===== src/rtl/grc_pkg.sv =====
// Shared types, constants and helpers for the graph reachability checker.
package grc_pkg;

    localparam int MAX_ENTRIES    = 64;
    localparam int MAX_SUCCESSORS = 8;

    localparam int ID_W      = 6;
    localparam int ID_SPACE  = 2 ** ID_W;
    localparam int CNT_OUT_W = 7;
    localparam int IDX_W     = $clog2(MAX_ENTRIES);
    localparam int TOT_W     = $clog2(MAX_ENTRIES + 1);
    localparam int CNT_W     = $clog2(MAX_SUCCESSORS + 1);
    localparam int SUCC_DEPTH = MAX_ENTRIES * MAX_SUCCESSORS;
    localparam int SUCC_AW   = $clog2(SUCC_DEPTH);

    localparam logic [2:0] REQ_ADD   = 3'd0;
    localparam logic [2:0] REQ_EDGE  = 3'd1;
    localparam logic [2:0] REQ_CHECK = 3'd2;
    localparam logic [2:0] REQ_QUERY = 3'd3;
    localparam logic [2:0] REQ_CLEAR = 3'd4;

    typedef struct packed {
        logic [2:0]      req_type;
        logic [ID_W-1:0] node_id;
        logic [ID_W-1:0] target_id;
        logic            error_mark;
    } t_req;

    typedef struct packed {
        logic                 status;
        logic [ID_W-1:0]      slot_index;
        logic [CNT_OUT_W-1:0] total_entries;
        logic [CNT_OUT_W-1:0] reachable_count;
        logic [CNT_OUT_W-1:0] error_count;
        logic [CNT_OUT_W-1:0] dead_end_count;
        logic                 property_ok;
        logic                 target_found;
    } t_rsp;

    typedef struct packed {
        logic [ID_W-1:0]  id;
        logic             err;
        logic [CNT_W-1:0] cnt;
    } t_entry;

    typedef struct packed {
        logic cap;
        logic add_entry;
        logic clr_table;
        logic edge_write;
        logic idx_inc;
        logic walk_init;
        logic pop_rd;
        logic pop_take;
        logic ent_take;
        logic succ_take;
        logic fin_load;
    } t_cmd;

    typedef struct packed {
        logic       scan_end;
        logic       hit;
        logic       room;
        logic       depth_zero;
        logic       at_target;
        logic       succ_end;
        logic       out_free;
    } t_stat;

    function automatic logic [CNT_OUT_W-1:0] sat7(input logic [31:0] v);
        sat7 = (v > 32'd127) ? 7'd127 : v[CNT_OUT_W-1:0];
    endfunction

    function automatic logic [CNT_OUT_W-1:0] sat_inc7(input logic [CNT_OUT_W-1:0] v);
        sat_inc7 = (v == 7'd127) ? v : v + 7'd1;
    endfunction

endpackage


===== src/rtl/grc_ram.sv =====
// Generic single-write, single-read RAM with registered read data.
module grc_ram #(
    parameter int WIDTH = 8,
    parameter int DEPTH = 64
) (
    input  logic                     i_clk,
    input  logic                     i_we,
    input  logic [$clog2(DEPTH)-1:0] i_waddr,
    input  logic [WIDTH-1:0]         i_wdata,
    input  logic [$clog2(DEPTH)-1:0] i_raddr,
    output logic [WIDTH-1:0]         o_rdata
);

    logic [WIDTH-1:0] r_mem [DEPTH];
    logic [WIDTH-1:0] r_rdata;

    always_ff @(posedge i_clk) begin
        if (i_we) begin
            r_mem[i_waddr] <= i_wdata;
        end
        r_rdata <= r_mem[i_raddr];
    end

    assign o_rdata = r_rdata;

endmodule


===== src/rtl/grc_dp.sv =====
// Datapath: entry, successor and stack memories, walk bookkeeping, result register.
module grc_dp (
    input  logic              i_clk,
    input  logic              i_rst_n,
    input  grc_pkg::t_req     i_req,
    input  logic              i_cfg_we,
    input  logic [5:0]        i_cfg_wdata,
    input  grc_pkg::t_cmd     i_cmd,
    output grc_pkg::t_stat    o_stat,
    output logic              o_out_valid,
    input  logic              i_out_stall,
    output grc_pkg::t_rsp     o_out_data
);

    localparam int ID_W  = grc_pkg::ID_W;
    localparam int IDX_W = grc_pkg::IDX_W;
    localparam int TOT_W = grc_pkg::TOT_W;
    localparam int CNT_W = grc_pkg::CNT_W;
    localparam int OW    = grc_pkg::CNT_OUT_W;
    localparam int SAW   = grc_pkg::SUCC_AW;

    grc_pkg::t_req   r_req;
    logic [ID_W-1:0] r_init;
    logic [TOT_W-1:0] r_total;
    logic [grc_pkg::ID_SPACE-1:0] r_present;
    logic [grc_pkg::ID_SPACE-1:0] r_visited;
    logic [TOT_W-1:0] r_idx;
    logic [CNT_W-1:0] r_j;
    logic [CNT_W-1:0] r_cnt;
    logic [TOT_W-1:0] r_depth;
    logic [ID_W-1:0]  r_cur;
    logic             r_status;
    logic [ID_W-1:0]  r_slot;
    logic [OW-1:0]    r_reach;
    logic [OW-1:0]    r_errs;
    logic [OW-1:0]    r_dead;
    logic             r_found;
    logic             r_out_valid;
    grc_pkg::t_rsp    r_out;

    grc_pkg::t_entry  ent_rdata;
    grc_pkg::t_entry  ent_wdata;
    logic             ent_we;
    logic [IDX_W-1:0] ent_waddr;
    logic [ID_W-1:0]  succ_rdata;
    logic [SAW-1:0]   succ_addr;
    logic [ID_W-1:0]  stk_rdata;
    logic             stk_we;
    logic [IDX_W-1:0] stk_waddr;
    logic [ID_W-1:0]  stk_wdata;
    logic [TOT_W-1:0] depth_m1;
    logic [ID_W-1:0]  walk_start;
    logic [ID_W-1:0]  key;
    logic             is_check;
    logic             is_query;
    logic             full;
    logic             push;
    logic             stk_room;
    grc_pkg::t_rsp    rsp;

    assign is_check   = (r_req.req_type == grc_pkg::REQ_CHECK);
    assign is_query   = (r_req.req_type == grc_pkg::REQ_QUERY);
    assign full       = (32'(r_total) >= 32'(grc_pkg::MAX_ENTRIES));
    assign walk_start = is_query ? r_req.node_id : r_init;
    assign key        = (r_req.req_type == grc_pkg::REQ_EDGE) ? r_req.node_id : r_cur;
    assign depth_m1   = r_depth - TOT_W'(1);
    assign stk_room   = (32'(r_depth) < 32'(grc_pkg::MAX_ENTRIES));
    assign succ_addr  = SAW'(r_idx[IDX_W-1:0] * grc_pkg::MAX_SUCCESSORS) + SAW'(r_j);
    // A successor is followed by a check only when its id is in the table.
    assign push = i_cmd.succ_take && (is_query || r_present[succ_rdata])
                  && !r_visited[succ_rdata];

    always_comb begin
        ent_we    = 1'b0;
        ent_waddr = r_idx[IDX_W-1:0];
        ent_wdata = ent_rdata;
        if (i_cmd.add_entry) begin
            ent_we       = !full;
            ent_waddr    = r_total[IDX_W-1:0];
            ent_wdata.id  = r_req.node_id;
            ent_wdata.err = r_req.error_mark;
            ent_wdata.cnt = '0;
        end else if (i_cmd.edge_write) begin
            ent_we        = 1'b1;
            ent_wdata.cnt = ent_rdata.cnt + CNT_W'(1);
        end
    end

    always_comb begin
        stk_we    = 1'b0;
        stk_waddr = r_depth[IDX_W-1:0];
        stk_wdata = succ_rdata;
        if (i_cmd.walk_init) begin
            stk_we    = 1'b1;
            stk_waddr = '0;
            stk_wdata = walk_start;
        end else if (push) begin
            stk_we = stk_room;
        end
    end

    grc_ram #(.WIDTH($bits(grc_pkg::t_entry)), .DEPTH(grc_pkg::MAX_ENTRIES)) u_ent_ram (
        .i_clk   (i_clk),
        .i_we    (ent_we),
        .i_waddr (ent_waddr),
        .i_wdata (ent_wdata),
        .i_raddr (r_idx[IDX_W-1:0]),
        .o_rdata (ent_rdata)
    );

    grc_ram #(.WIDTH(ID_W), .DEPTH(grc_pkg::SUCC_DEPTH)) u_succ_ram (
        .i_clk   (i_clk),
        .i_we    (i_cmd.edge_write),
        .i_waddr (SAW'(r_idx[IDX_W-1:0] * grc_pkg::MAX_SUCCESSORS) + SAW'(ent_rdata.cnt)),
        .i_wdata (r_req.target_id),
        .i_raddr (succ_addr),
        .o_rdata (succ_rdata)
    );

    grc_ram #(.WIDTH(ID_W), .DEPTH(grc_pkg::MAX_ENTRIES)) u_stk_ram (
        .i_clk   (i_clk),
        .i_we    (stk_we),
        .i_waddr (stk_waddr),
        .i_wdata (stk_wdata),
        .i_raddr (depth_m1[IDX_W-1:0]),
        .o_rdata (stk_rdata)
    );

    always_comb begin
        rsp                 = '0;
        rsp.status          = r_status;
        rsp.slot_index      = r_slot;
        rsp.target_found    = r_found;
        if (is_check) begin
            rsp.total_entries   = grc_pkg::sat7(32'(r_total));
            rsp.reachable_count = r_reach;
            rsp.error_count     = r_errs;
            rsp.dead_end_count  = r_dead;
            rsp.property_ok     = (r_errs == '0);
        end
    end

    always_ff @(posedge i_clk) begin
        if (!i_rst_n) begin
            r_init      <= '0;
            r_total     <= '0;
            r_present   <= '0;
            r_out_valid <= 1'b0;
        end else begin
            if (i_cfg_we) begin
                r_init <= i_cfg_wdata;
            end
            if (i_cmd.clr_table) begin
                r_init    <= '0;
                r_total   <= '0;
                r_present <= '0;
            end
            if (i_cmd.add_entry && !full) begin
                r_total                   <= r_total + TOT_W'(1);
                r_present[r_req.node_id]  <= 1'b1;
            end
            if (i_cmd.fin_load) begin
                r_out_valid <= 1'b1;
            end else if (r_out_valid && !i_out_stall) begin
                r_out_valid <= 1'b0;
            end
        end
    end

    always_ff @(posedge i_clk) begin
        if (i_cmd.cap) begin
            r_req    <= i_req;
            r_status <= (i_req.req_type == grc_pkg::REQ_EDGE)
                        || (i_req.req_type > grc_pkg::REQ_CLEAR);
            r_slot   <= '0;
            r_reach  <= '0;
            r_errs   <= '0;
            r_dead   <= '0;
            r_found  <= 1'b0;
            r_idx    <= '0;
        end
        if (i_cmd.add_entry) begin
            r_status <= full;
            r_slot   <= full ? '0 : ID_W'(r_total);
        end
        if (i_cmd.edge_write) begin
            r_status <= 1'b0;
        end
        if (i_cmd.idx_inc) begin
            r_idx <= r_idx + TOT_W'(1);
        end
        if (i_cmd.walk_init) begin
            r_visited <= grc_pkg::ID_SPACE'(1) << walk_start;
            r_depth   <= TOT_W'(1);
        end
        if (i_cmd.pop_rd) begin
            r_depth <= depth_m1;
        end
        if (i_cmd.pop_take) begin
            r_cur   <= stk_rdata;
            r_reach <= grc_pkg::sat_inc7(r_reach);
            r_idx   <= '0;
            if (is_query && stk_rdata == r_req.target_id) begin
                r_found <= 1'b1;
            end
        end
        if (i_cmd.ent_take) begin
            r_cnt <= ent_rdata.cnt;
            r_j   <= '0;
            if (is_check && ent_rdata.err) begin
                r_errs <= grc_pkg::sat_inc7(r_errs);
            end
            if (is_check && ent_rdata.cnt == '0) begin
                r_dead <= grc_pkg::sat_inc7(r_dead);
            end
        end
        if (i_cmd.succ_take) begin
            r_j <= r_j + CNT_W'(1);
        end
        if (push) begin
            r_visited[succ_rdata] <= 1'b1;
            if (stk_room) begin
                r_depth <= r_depth + TOT_W'(1);
            end
        end
        if (i_cmd.fin_load) begin
            r_out <= rsp;
        end
    end

    assign o_stat.scan_end   = (r_idx == r_total);
    assign o_stat.hit        = (ent_rdata.id == key);
    assign o_stat.room       = (32'(ent_rdata.cnt) < 32'(grc_pkg::MAX_SUCCESSORS));
    assign o_stat.depth_zero = (r_depth == '0);
    assign o_stat.at_target  = is_query && (stk_rdata == r_req.target_id);
    assign o_stat.succ_end   = (r_j == r_cnt);
    assign o_stat.out_free   = !r_out_valid || !i_out_stall;

    assign o_out_valid = r_out_valid;
    assign o_out_data  = r_out;

endmodule


===== src/rtl/grc_ctrl.sv =====
// Controller: sequences table updates and the depth-first walk.
module grc_ctrl (
    input  logic           i_clk,
    input  logic           i_rst_n,
    input  logic           i_in_valid,
    input  logic [2:0]     i_req_type,
    output logic           o_in_stall,
    input  grc_pkg::t_stat i_stat,
    output grc_pkg::t_cmd  o_cmd
);

    typedef enum logic [3:0] {
        S_IDLE, S_ADD, S_CLR, S_E_RD, S_E_CHK, S_W_INIT, S_POP, S_POP2,
        S_SCAN, S_ECHK, S_SRD, S_SCHK, S_FIN
    } t_state;

    t_state r_state;
    t_state n_state;

    always_comb begin
        n_state = r_state;
        o_cmd   = '0;
        unique case (r_state)
            S_IDLE: begin
                if (i_in_valid) begin
                    o_cmd.cap = 1'b1;
                    priority if (i_req_type == grc_pkg::REQ_ADD) n_state = S_ADD;
                    else if (i_req_type == grc_pkg::REQ_EDGE) n_state = S_E_RD;
                    else if (i_req_type == grc_pkg::REQ_CHECK
                             || i_req_type == grc_pkg::REQ_QUERY) n_state = S_W_INIT;
                    else if (i_req_type == grc_pkg::REQ_CLEAR) n_state = S_CLR;
                    else n_state = S_FIN;
                end
            end
            S_ADD: begin
                o_cmd.add_entry = 1'b1;
                n_state = S_FIN;
            end
            S_CLR: begin
                o_cmd.clr_table = 1'b1;
                n_state = S_FIN;
            end
            S_E_RD: begin
                n_state = i_stat.scan_end ? S_FIN : S_E_CHK;
            end
            S_E_CHK: begin
                if (i_stat.hit && i_stat.room) begin
                    o_cmd.edge_write = 1'b1;
                    n_state = S_FIN;
                end else begin
                    o_cmd.idx_inc = 1'b1;
                    n_state = S_E_RD;
                end
            end
            S_W_INIT: begin
                o_cmd.walk_init = 1'b1;
                n_state = S_POP;
            end
            S_POP: begin
                if (i_stat.depth_zero) begin
                    n_state = S_FIN;
                end else begin
                    o_cmd.pop_rd = 1'b1;
                    n_state = S_POP2;
                end
            end
            S_POP2: begin
                o_cmd.pop_take = 1'b1;
                n_state = i_stat.at_target ? S_FIN : S_SCAN;
            end
            S_SCAN: begin
                n_state = i_stat.scan_end ? S_POP : S_ECHK;
            end
            S_ECHK: begin
                if (i_stat.hit) begin
                    o_cmd.ent_take = 1'b1;
                    n_state = S_SRD;
                end else begin
                    o_cmd.idx_inc = 1'b1;
                    n_state = S_SCAN;
                end
            end
            S_SRD: begin
                if (i_stat.succ_end) begin
                    o_cmd.idx_inc = 1'b1;
                    n_state = S_SCAN;
                end else begin
                    n_state = S_SCHK;
                end
            end
            S_SCHK: begin
                o_cmd.succ_take = 1'b1;
                n_state = S_SRD;
            end
            S_FIN: begin
                if (i_stat.out_free) begin
                    o_cmd.fin_load = 1'b1;
                    n_state = S_IDLE;
                end
            end
            default: n_state = S_IDLE;
        endcase
    end

    always_ff @(posedge i_clk) begin
        if (!i_rst_n) begin
            r_state <= S_IDLE;
        end else begin
            r_state <= n_state;
        end
    end

    assign o_in_stall = (r_state != S_IDLE);

endmodule


===== src/rtl/graph_reachability_checker_core.sv =====
// Top level of the graph reachability checker: controller plus datapath.
//
//   channel  | beat signals              | payload
//   ---------+---------------------------+--------------------
//   request  | i_in_valid / o_in_stall   | i_in_data (t_req)
//   result   | o_out_valid / i_out_stall | o_out_data (t_rsp)
//   config   | i_cfg_we                  | i_cfg_wdata
//
// One request beat is worked at a time. Add entry and clear pass through their own state
// and then S_FIN, which loads the result; add edge reads and checks each table slot in
// turn until a slot with that id has room. A check or query pops ids from the stack and,
// per popped id, scans the table and reads the successors of each matching entry.
// Reset is synchronous and empties the table. The next request beat is taken
// while a result beat is still stalled; its result waits until the register frees.
module graph_reachability_checker_core (
    input  logic          i_clk,
    input  logic          i_rst_n,
    input  logic          i_in_valid,
    output logic          o_in_stall,
    input  grc_pkg::t_req i_in_data,
    output logic          o_out_valid,
    input  logic          i_out_stall,
    output grc_pkg::t_rsp o_out_data,
    input  logic          i_cfg_we,
    input  logic [5:0]    i_cfg_wdata
);

    grc_pkg::t_cmd  cmd;
    grc_pkg::t_stat stat;

    grc_ctrl u_ctrl (
        .i_clk      (i_clk),
        .i_rst_n    (i_rst_n),
        .i_in_valid (i_in_valid),
        .i_req_type (i_in_data.req_type),
        .o_in_stall (o_in_stall),
        .i_stat     (stat),
        .o_cmd      (cmd)
    );

    grc_dp u_dp (
        .i_clk       (i_clk),
        .i_rst_n     (i_rst_n),
        .i_req       (i_in_data),
        .i_cfg_we    (i_cfg_we),
        .i_cfg_wdata (i_cfg_wdata),
        .i_cmd       (cmd),
        .o_stat      (stat),
        .o_out_valid (o_out_valid),
        .i_out_stall (i_out_stall),
        .o_out_data  (o_out_data)
    );

endmodule


===== config.mk =====
export PLATFORM = sky130hd
export DESIGN_NAME = graph_reachability_checker_core
export DESIGN_NICKNAME = d
export VERILOG_FILES = /design/src/rtl/grc_pkg.sv /design/src/rtl/grc_ram.sv /design/src/rtl/grc_dp.sv /design/src/rtl/grc_ctrl.sv /design/src/rtl/graph_reachability_checker_core.sv
export SDC_FILE = /design/constraint.sdc
export NUM_CORES = 2
export LEC_CHECK = 0
export ABC_CLOCK_PERIOD_IN_PS = 9850
export BUFFER_PORTS_ARGS = -buffer_cell sky130_fd_sc_hd__buf_2
export CORE_MARGIN = 2
export CORE_UTILIZATION = 56
export DETAILED_ROUTE_END_ITERATION = 10
export HOLD_SLACK_MARGIN = 0.15
export PLACE_DENSITY = 0.76
export SYNTH_ARGS = -nofsm -noshare
export SYNTH_HDL_FRONTEND = slang
export SYNTH_HIERARCHICAL = 1
export SYNTH_MEMORY_MAX_BITS = 65536
export SYNTH_SLANG_ARGS = --single-unit
export TNS_END_PERCENT = 30

===== constraint.sdc =====
create_clock -name i_clk -period 9.85 [get_ports i_clk]
set_input_delay 1.97 -clock i_clk [delete_from_list [all_inputs] [get_ports i_clk]]
set_output_delay 1.97 -clock i_clk [all_outputs]
set_load 0.03 [all_outputs]

# --- Word-level counts from Yosys, hierarchy flattened ---
# Memory sizes are Yosys's and may differ from the RTL's. A register that Yosys moved wholly into a read port is not among the register bits.
# Index checks and enable logic that the tools add are counted.
classes:
  mux: 93
  n_eq_ne: 31
  n_shift: 1
  n_lt_le_gt_ge: 8
  addsub: 11
  bitwise_logic: 3
  n_reduce_logical: 34
ops:
  columns: ["cell", "n"]
  rows:
  - ["$mux 64", 5]
  - ["$mux 7", 19]
  - ["$or 64x64->64", 2]
  - ["$shl 1x6->64 const A", 1]
  - ["$mux 4", 14]
  - ["$mux 6", 8]
  - ["$pmux 4 s12", 1]
  - ["$add 7x1->7 const B", 6]
  - ["$mux 1", 38]
  - ["$eq 7x7->1 const B", 3]
  - ["$eq 4x4->1 const B", 5]
  - ["$add 9x4->9", 2]
  - ["$eq 4x3->1 const B", 4]
  - ["$logic_not 7->1", 2]
  - ["$lt 6x7->1 const B", 2]
  - ["$bmux 1 s6", 2]
  - ["$demux 1 s6", 2]
  - ["$eq 3x2->1 const B", 4]
  - ["$eq 6x6->1", 2]
  - ["$ge 6x1->1 const B", 2]
  - ["$reduce_bool 2->1", 6]
  - ["$logic_and 1x1->1", 10]
  - ["$add 4x1->4 const B", 2]
  - ["$eq 4x2->1 const B", 2]
  - ["23 further kinds", 37]
totals:
  output_inout_bits: 39
  inputBits: 27
  regBits: 256
  wordCells: 213
  memories: 3
  ramBits: 4160
memory_table:
  columns: ["name", "words", "word_bits", "read_ports", "rd_ports_with_merged_regs", "wr", "line", "rtl"]
  rows:
  - ["u_dp.u_succ_ram.r_mem", 512, 6, 1, 1, 1, "grc_ram.sv:14", "logic [WIDTH-1:0] r_mem [DEPTH];"]
  - ["u_dp.u_ent_ram.r_mem", 64, 11, 1, 1, 1, "grc_ram.sv:14", null]
  - ["u_dp.u_stk_ram.r_mem", 64, 6, 1, 1, 1, "grc_ram.sv:14", null]

# --- Logic depth before layout (Yosys ltp) ---
depth:
  word_depth: 10
  depth_mapped: 15
  depth_no_buf: 14

# --- Hierarchy ---
# The synthesis kept the hierarchy.
by_module_without_submodules:
  columns: ["module", "cells_each", "n_inst", "seq_area_each_um2", "area_per_inst_um2"]
  rows:
  - ["grc_ram at u_dp.u_succ_ram", 6231, 1, 92368.6, 122457.4]
  - ["grc_ram at u_dp.u_ent_ram", 1279, 1, 21360.5, 27486.4]
  - ["grc_ram at u_dp.u_stk_ram", 720, 1, 11651.2, 15225.9]
  - ["grc_dp", 1191, 1, 5985.7, 12145.4]
  - ["grc_ctrl", 74, 1, 80.1, 538.0]

# --- Least setup slack after synthesis ---
# OpenSTA, ideal clock, no wires.
synth_path:
  path_type: "register -> register"
  start: "reg u_dp/r_req[3] in the netlist's numbering"
  end: "mem u_dp/u_succ_ram/r_mem[0][2] in the netlist's numbering, data pin"
  period_less_slack_ps: 7627
  slack_ps: 2223
  stages_incl_launch_ff: 1
  setup_ps: 1441
  required_time_ps: 8409
  arrival_ps: 6186
  path_buffers: 0
  cell_sequence: "edfxtp_1"
synth_rtl:
  columns: ["item", "line", "rtl"]
  rows:
  - ["start: declaration", "grc_dp.sv:22", "grc_pkg::t_req r_req;"]
  - ["start signal: assignment", "grc_dp.sv:172", "r_req <= i_req;"]
  - ["end: declaration", "grc_ram.sv:14", null]
# No word-level cell before the write port.

==> flow_summary_export.csv <==
group,metric,value,unit
status,status,"finished clean",
pwr,power_leakage,64.1,nW
synth,async_flop_share,0,
critical_path,cp_cell_sequence,"nor3b_1, mux2i_1, xor2_1, nand4_1, nor3_1, nand2_1, nor4_2, buf_4, nor3b_1, nand3_4, nor2_1",
synth,yosys.area.top_type_share,0.718,
hold_path,holdCritStartpoint,"u_dp/r_slot[3]",
drt,route.met3.wl,49700,microns
clock_network,clock-sinks,4439,
drt,avgRoutedWirePerCell,31.0,microns
floorplan,fp.dieW,568,microns
critical_path,critPathKind,"register to register",
final_layout,drive_above_1_share,0.168,
synth,syn_avg_cell_area,18.7,sq um
clock_network,cts.clk_slew.worst_paths,0.06,ns
global_routing,grt_pass1_vias,93700,
critical_path,arrival,6.84,ns
timing,finalCritPeriodShare,0.635,
timing,setup-violations-final,0,
timing,timing.fmax,160,MHz
placed_design,io_buffers,65,
placed_design,hpwl,256000,microns
critical_path,worst_setup_path_end_kind,"register",
synth,synth_edf_count,4254,
critical_path,r2r_end,"u_dp/u_succ_ram/r_mem[275][4]",
timing,skew,0.0619,ns
hold_path,whs_path_depth,0,
clock_network,cts_tree,"built",
synth,synthFlopType,"edfxtp_1",
synth,syn-cell-area,178000,sq um
clock_network,cts_buffer_depth,4,
drt,wl_met1,163000,microns
drt,via_per_inst,6.80,
drt,routed_wl,436000,microns
synth,synth_most_common_cell,"edfxtp_1",
critical_path,slowest_delay,0.97,ns
synth,ys_seq_area_frac,0.739,
clock_network,postCtsSetupBuffers,0,
synth,synth_common_cells,"edfxtp_1 (4254), nor2_1 (823), mux2i_1 (664)",
critical_path,startpoint_type,"register",
drt,dr.pass1.iters,8,
clock_network,numCtsBuffers,417,
final_layout,layout.cells.non_filler,14100,
critical_path,cp_max_fo,32,
critical_path,path_common_cell,"nor3b_1",
timing,setup-tns-final,0,ns
final_layout,area_delta_synth_final,9.59,%
global_routing,grt_max_degree,204,
floorplan,row_count,206,
timing,relSlewSlack,0.0198,
global_routing,grt_pass1_wl,637000,microns
synth,yosys-top-cells-area,"edfxtp_1 (72%), mux4_2 (8.1%), mux2i_1 (3.7%)",
hold_path,hold_path_class,"register to register",
clock_network,cts_resized,0,
timing,tightestPinTransition,1.46,ns
timing,finalHoldViolations,0,
drt,drt_iter0_markers,14800,
floorplan,die_h,568,microns
placed_design,dp.cells,13300,
global_routing,antenna_found_initial,14,
drt,final_antenna_net_count,0,
drt,top_layer,"met5",
timing,min_period,6.25,ns
critical_path,r2r_slack,3.60,ns
drt,via_count,95500,
final_layout,final_core_util,0.618,
floorplan,start_util,0.564,
floorplan,die-area,322000,sq um
clock_network,hold_buffers,0,
synth,syn_inst,9495,
final_layout,fin_nets,9573,
clock_network,cts_root_buf,"clkbuf_16",
timing,slew_violations,0,
global_routing,grtUsageTotal,0.267,
synth,yosys_warnings,6,
critical_path,r2r_start,"u_dp/r_req[14]",
critical_path,reg2reg_depth,11,
critical_path,slowest_stage,"nor3b_1",
floorplan,io_pins,66,
critical_path,required,10.44,ns
flow_run,maxCapViolations,0,
pwr,powerDensity,244,nW/um^2
clock_network,insertion_delay,1.00,ns
synth,syn_nets,9538,
synth,yosysTopAreaCell,"edfxtp_1",
synth,synth-seq-cells,4439,
drt,drc,0,
timing,rsz0062_at_grt,"false",
global_routing,grt.overflow.total,0,
drt,met2_length,207000,microns
pwr,ir_drop,0.261,mV
clock_network,htree_levels,5,
floorplan,core,315000,sq um
synth,yosysUniqueCellTypes,105,
placed_design,place_congestion,0.931,
hold_path,hold_path_end,"u_dp/o_out_data[33]",
[placed cells by master (no fill, tap or decap), drive strengths merged, types with 177 or more instances in the layout]
cell and count:
o221ai 209, mux4 780, nand2 268, clkinv 181, o22ai 177, clkbuf 504, buf 213, mux2i 664
edfxtp 4254, nor2 824, dfxtp 185
[layout make-up]
| class | count | area (sq um) |
|---|---|---|
| Sequential cell | 4439 | 131000 |
| Clock buffer | 504 | 10900 |
| Tap cell | 4160 | 5200 |
| Fill cell | 21200 | 121000 |
| Clock inverter | 271 | 3020 |
| Timing Repair Buffer | 213 | 1700 |
| Inverter | 27 | 115 |
| Multi-Input combinational cell | 4432 | 42400 |
| Antenna cell | 10 | 25.0 |
[metal layers]
layer | GRT usage | vias up
met4 | 0.0961 | 8
met2 | 0.420 | 6824
met3 | 0.0560 | 1023
li1 | - | 39000
met1 | 0.373 | 48700
met5 | 0 | -
[logic make-up (layout without fill, tap and decap cells)]
logic type | Yosys count | after routing | synth area share
adder cells (fa/ha/maj) | 16 | 16 | 0.00113
buffers and inverters | 624 | 1015 | 0.0240
multiplexers | 1492 | 1492 | 0.142
AO/OA/AOI/OAI | 1091 | 1091 | 0.0443
AND/OR/NAND/NOR | 1784 | 1784 | 0.0470
other | 0 | 10 | 0
XOR/XNOR | 49 | 49 | 0.00241
flip-flops | 4439 | 4439 | 0.739
[through the flow]
step / area, sq um / power, mW / hold WS (ns) / setup WS [ns]
2_1_floorplan: 178000 / 28.5 / 0.400 / 2.22
3_3_place_gp: 181000 / 31.3 / 0.409 / 3.87
3_5_place_dp: 181000 / 31.5 / 0.411 / 3.74
4_1_cts: 195000 / 47.6 / 0.423 / 3.70
5_1_grt: 195000 / 48.8 / 0.431 / 3.25
6_report: 195000 / 47.5 / 0.426 / 3.60
[flip-flops by register name, indices dropped and copies added, names as in the netlist, 7 cells and up]
register,flops
u_dp/o_out_data,37
u_dp/r_dead,7
u_dp/r_depth,7
u_dp/r_errs,7
u_dp/r_idx,7
u_dp/r_present,64
u_dp/r_reach,7
u_dp/r_req,16
u_dp/r_total,7
u_dp/r_visited,64
u_dp/u_ent_ram/o_rdata,11
u_dp/u_ent_ram/r_mem,704
u_dp/u_stk_ram/r_mem,384
u_dp/u_succ_ram/r_mem,3072
[power by group]
part           internal (mW)  total (mW)  switching [mW]
Clock                   9.34        16.3            6.96
Sequential              22.6        22.9           0.295
Combinational           2.29        8.33            6.03
[worst max path at each step]
stage,startpoint,endpoint,slack [ns],cells past startpoint
2_1_floorplan,u_dp/r_req[3],u_dp/u_succ_ram/r_mem[0][2],2.22,0
3_3_place_gp,u_dp/r_req[14],u_dp/u_ent_ram/r_mem[6][6],3.87,13
3_5_place_dp,u_dp/r_req[14],u_dp/u_succ_ram/r_mem[419][5],3.74,11
4_1_cts,u_dp/r_req[14],u_dp/u_succ_ram/r_mem[323][4],3.70,11
5_1_grt,u_dp/r_req[14],u_dp/u_succ_ram/r_mem[275][4],3.25,11
6_report,u_dp/r_req[14],u_dp/u_succ_ram/r_mem[275][4],3.60,11
[worst max-delay path: cells and delay by family, from the launching register on]
kind / cells / cell delay (ns)
xor+xnor: 1 / 0.26
mux: 1 / 0.32
simple gates: 8 / 4.55
flops: 1 / 0.41
buf+inv: 1 / 0.30
Note: power is estimated with default switching activity, not from simulation.
